## config.mk

```make
export PLATFORM = sky130hd
export DESIGN_NAME = hs5_cell
export DESIGN_NICKNAME = d
export VERILOG_FILES = /design/src/sv/hs5_pkg.sv /design/src/sv/hs5_cell.sv
export SDC_FILE = /design/constraint.sdc
export NUM_CORES = 1
export LEC_CHECK = 0
export BUFFER_PORTS_ARGS = -buffer_cell sky130_fd_sc_hd__buf_2
export CORE_ASPECT_RATIO = 0.7
export CORE_UTILIZATION = 47
export DETAILED_ROUTE_END_ITERATION = 8
export GPL_TIMING_DRIVEN = 0
export PLACE_DENSITY = 0.83
export SLEW_MARGIN = 10
export SYNTH_ARGS = -nofsm -noshare
export SYNTH_HDL_FRONTEND = slang
export SYNTH_SLANG_ARGS = --single-unit
export TNS_END_PERCENT = 100
```

## constraint.sdc

```tcl
create_clock -name aclk -period 1.25 [get_ports aclk]
set_clock_uncertainty 0.1 [all_clocks]
set_input_delay 0.0625 -clock aclk [delete_from_list [all_inputs] [get_ports aclk]]
set_output_delay 0.0625 -clock aclk [all_outputs]
set_load 0.01 [all_outputs]
```

## src/sv/hs5_pkg.sv

```systemverilog
`timescale 1ns / 1ps
// ----------------------------------------------------------------------------
// hs5_pkg - shared types and constants for the 5-point heat stencil
// Word formats for the input and result channels, config register indexes
// and fixed-point limits.
// ----------------------------------------------------------------------------
package hs5_pkg;

    localparam int VALUE_W    = 48;
    localparam int HEAT_W     = 64;
    localparam int CFG_IDX_W  = 2;
    localparam int CFG_DATA_W = 16;
    localparam int GW_W       = 11;
    localparam int GH_W       = 16;
    localparam int EN_W       = 16;
    localparam int ROW_W      = 17;

    localparam logic [CFG_IDX_W-1:0] CFG_GRID_WIDTH    = 2'd0;
    localparam logic [CFG_IDX_W-1:0] CFG_GRID_HEIGHT   = 2'd1;
    localparam logic [CFG_IDX_W-1:0] CFG_SOURCE_ENERGY = 2'd2;

    localparam logic [GW_W-1:0] GRID_WIDTH_RST    = 11'd64;
    localparam logic [GH_W-1:0] GRID_HEIGHT_RST   = 16'd64;
    localparam logic [EN_W-1:0] SOURCE_ENERGY_RST = 16'd1;

    localparam logic signed [VALUE_W-1:0] VALUE_MAX = {1'b0, {(VALUE_W-1){1'b1}}};
    localparam logic signed [VALUE_W-1:0] VALUE_MIN = {1'b1, {(VALUE_W-1){1'b0}}};
    localparam logic signed [HEAT_W-1:0]  HEAT_MAX  = {1'b0, {(HEAT_W-1){1'b1}}};
    localparam logic signed [HEAT_W-1:0]  HEAT_MIN  = {1'b1, {(HEAT_W-1){1'b0}}};

    typedef struct packed {
        logic signed [VALUE_W-1:0] cell_value;
        logic [1:0]                source_count;
    } in_word_t;

    typedef struct packed {
        logic signed [VALUE_W-1:0] new_value;
        logic signed [HEAT_W-1:0]  heat_total;
        logic                      last_cell;
    } out_word_t;

    // one line-buffer entry: row directly above and row two above
    typedef struct packed {
        logic signed [VALUE_W-1:0] row_a;
        logic signed [VALUE_W-1:0] row_b;
    } line_entry_t;

endpackage

```

## src/sv/hs5_cell.sv

```systemverilog
`timescale 1ns / 1ps
// ----------------------------------------------------------------------------
// hs5_cell - one stencil window cell
// Holds one neighbor value and passes it on when the window shifts.
// ----------------------------------------------------------------------------
module hs5_cell (
    input  logic                                  aclk,
    input  logic                                  aresetn,
    input  logic                                  shift_en,
    input  logic signed [hs5_pkg::VALUE_W-1:0]    d_in,
    output logic signed [hs5_pkg::VALUE_W-1:0]    q_out
);
    import hs5_pkg::*;

    logic signed [VALUE_W-1:0] val_reg;

    always_ff @(posedge aclk) begin
        if (!aresetn) begin
            val_reg <= '0;
        end else if (shift_en) begin
            val_reg <= d_in;
        end
    end

    assign q_out = val_reg;

endmodule

```

==> results.sh <==
export IMPL_nNetsFinal=357
export IMPL_cts_made_buffers=5
export IMPL_coreArea_um2=3630
export IMPL_clockBufferDepth=2
export IMPL_p_per_area_nw_per_um2=1120
export IMPL_ys_flop_type="dfxtp_1"
export IMPL_ant_nets=0
export IMPL_worst_slew_pin_slew_ns=0.358
export IMPL_antenna_found_initial=0
export IMPL_cts_sinks=48
export IMPL_routed_via_density=4.45
export IMPL_cp_top_family="flip-flops"
export IMPL_grt_overflow=0
export IMPL_drt_total_wl_um=4840
export IMPL_drv_cap=0
export IMPL_synth_seq_cells=48
export IMPL_grt_max_degree=15
export IMPL_num_rows=18
export IMPL_status="complete, no violations"
export IMPL_synth_warnings=0
export IMPL_insertion_delay_ns=0.28
export IMPL_dp_hpwl_um=2660
export IMPL_fin_cells=357
export IMPL_clock_fmax_mhz=1040
export IMPL_ir_worst_vdd_v=0.000670
export IMPL_finalCritPeriodShare_pct=77.0
export IMPL_final_max_slew_violation_count=0
export IMPL_grt_pass1_wl_um=7350
export IMPL_critPathLaunchType="register"
export IMPL_wl_per_cell_um=13.6
export IMPL_slew_headroom_pct=76.1
export IMPL_cts_root_buf="clkbuf_8"
export IMPL_cp_slowest_cell="dfxtp_1"
export IMPL_synth_area_top_cells="dfxtp_1 52%, mux2i_1 26%, nor2b_1 16%, buf_12 3.3%, buf_4 1.2%"
export IMPL_die_h_um=54.4
export IMPL_dpl_cell_count=301
export IMPL_post_cts_repair_setup_buffers=0
export IMPL_drtIter0Drc=12
export IMPL_grt_pass1_vias=1611
export IMPL_criticalPathCategory="reg2out"
export IMPL_largest_reg_flops=48
export IMPL_hold_viol=0
export IMPL_synthesis_nets=206
export IMPL_htree_num_levels=2
export IMPL_drc_errors=0
export IMPL_grtUsageTotal_pct=23.6
export IMPL_syn_area_um2=1850
export IMPL_holdCritPathClass="in2reg"
export IMPL_synth_top_cell_area_share_pct=52.1
export IMPL_dieWidth_um=76.9
export IMPL_place_congestion=0.648
export IMPL_fp_dieArea_um2=4190
export IMPL_avgSynthCellArea_um2=11.9
export IMPL_p_leak_nw=1.50
export IMPL_crit_required_ns=1.09
export IMPL_vias=1587
export IMPL_rsz0062_at_grt="false"
export IMPL_setup_viol=0
export IMPL_fin_setup_tns_ns=0
export IMPL_firstDrtPassIters=4
export IMPL_max_stage_delay_ns=0.37
export IMPL_cp_end_kind="primary output"
export IMPL_start_util_pct=50.9
export IMPL_cp_num_buf_inv=1
export IMPL_async_flop_share_pct=0
export IMPL_numPortBuffers=96
export IMPL_min_period_ns=0.962
export IMPL_synth_largest_area_cell="dfxtp_1"
export IMPL_pin_count=99
export IMPL_layout_drive_gt1_share_pct=36.2
export IMPL_crit_chain="buf_2"
export IMPL_synth_commonest_cells="48 x dfxtp_1, 48 x mux2i_1, 48 x nor2b_1"
export IMPL_ys_seq_area_share_pct=52.1
export IMPL_synth_cell_types=7
export IMPL_n_antenna_cell=0
export IMPL_cts_tree="yes"
export IMPL_cp_max_fo=2
export IMPL_synth_edf_count=0
export IMPL_critPathArrivalTime_ns=0.80
export IMPL_clkTransAtPathRegs_ns=0.09
export IMPL_syn_inst=155
export IMPL_area_growth_pct=61.3
[what timing repair did]
item                      4_1_cts  5_1_grt
hold buffers                   48        0
hold endpoints to repair       48        0
gates resized for setup         0        0
[layer usage]
metal | global-route usage (%) | vias up | routed length, µm
met1 | 24.7 | 720 | 2000
met3 | 6.83 | 2 | 277
met2 | 48.1 | 59 | 2540
met4 | 5.77 | 0 | 20
li1 | - | 806 | -
met5 | 0 | - | 0
[worst paths after layout]
path / start / end / slack (ns) / depth (start not counted)
setup / recovery: q_out[41] / q_out[41] / 0.29 / 1
hold / removal: aresetn / q_out[9] / 0.05 / 2
setup reg to reg: q_out[41] / q_out[41] / 0.42 / 2
hold reg to reg: q_out[5] / q_out[5] / 0.42 / 2
[per-stage QoR]
stage	total power (W)	util, %	setup WS (ns)	hold WS [ns]	cell area [µm²]
after floorplan	0.00196	-	0.382	0.132	1850
after global placement	0.00215	65.9	0.317	0.217	2390
after detailed placement	0.00216	65.9	0.285	0.228	2390
after CTS	0.00334	82.1	0.302	0.0450	2980
after global routing	0.00348	82.1	0.252	0.0636	2980
final	0.00334	82.1	0.288	0.0520	2980
[cell families after synthesis]
| family | count (synthesis) | share of synthesized area, % |
|---|---|---|
| buffers and inverters | 11 | 5.63 |
| DFF | 48 | 52.1 |
| muxes | 48 | 26.0 |
| and+or+nand+nor | 48 | 16.3 |
[power by group]
part	total (W)	internal, W	switching [W]	leakage, nW
clock	0.00108	0.000594	0.000484	0.0552
sequential	0.00167	0.00162	0.0000458	0.396
combinational	0.000594	0.000350	0.000243	1.05
total	0.00334	0.00256	0.000773	1.50
[placed cells by master, fill, tap and decap left out]
master	count
buf_12	3
buf_2	98
buf_4	3
bufinv_16	1
clkbuf_1	4
clkbuf_8	5
clkinv_2	1
dfxtp_1	48
dlygate4sd3_1	48
mux2i_1	48
nor2b_1	48
[final cells by class]
type,count,area (µm²)
Sequential cell,48,961
Timing Repair Buffer,144,961
Multi-Input combinational cell,96,781
Fill cell,241,649
Buffer,11,104
Clock buffer,6,72.6
Tap cell,50,62.6
Clock inverter,2,35.0
No activity file was read; power rests on OpenSTA's default activity.
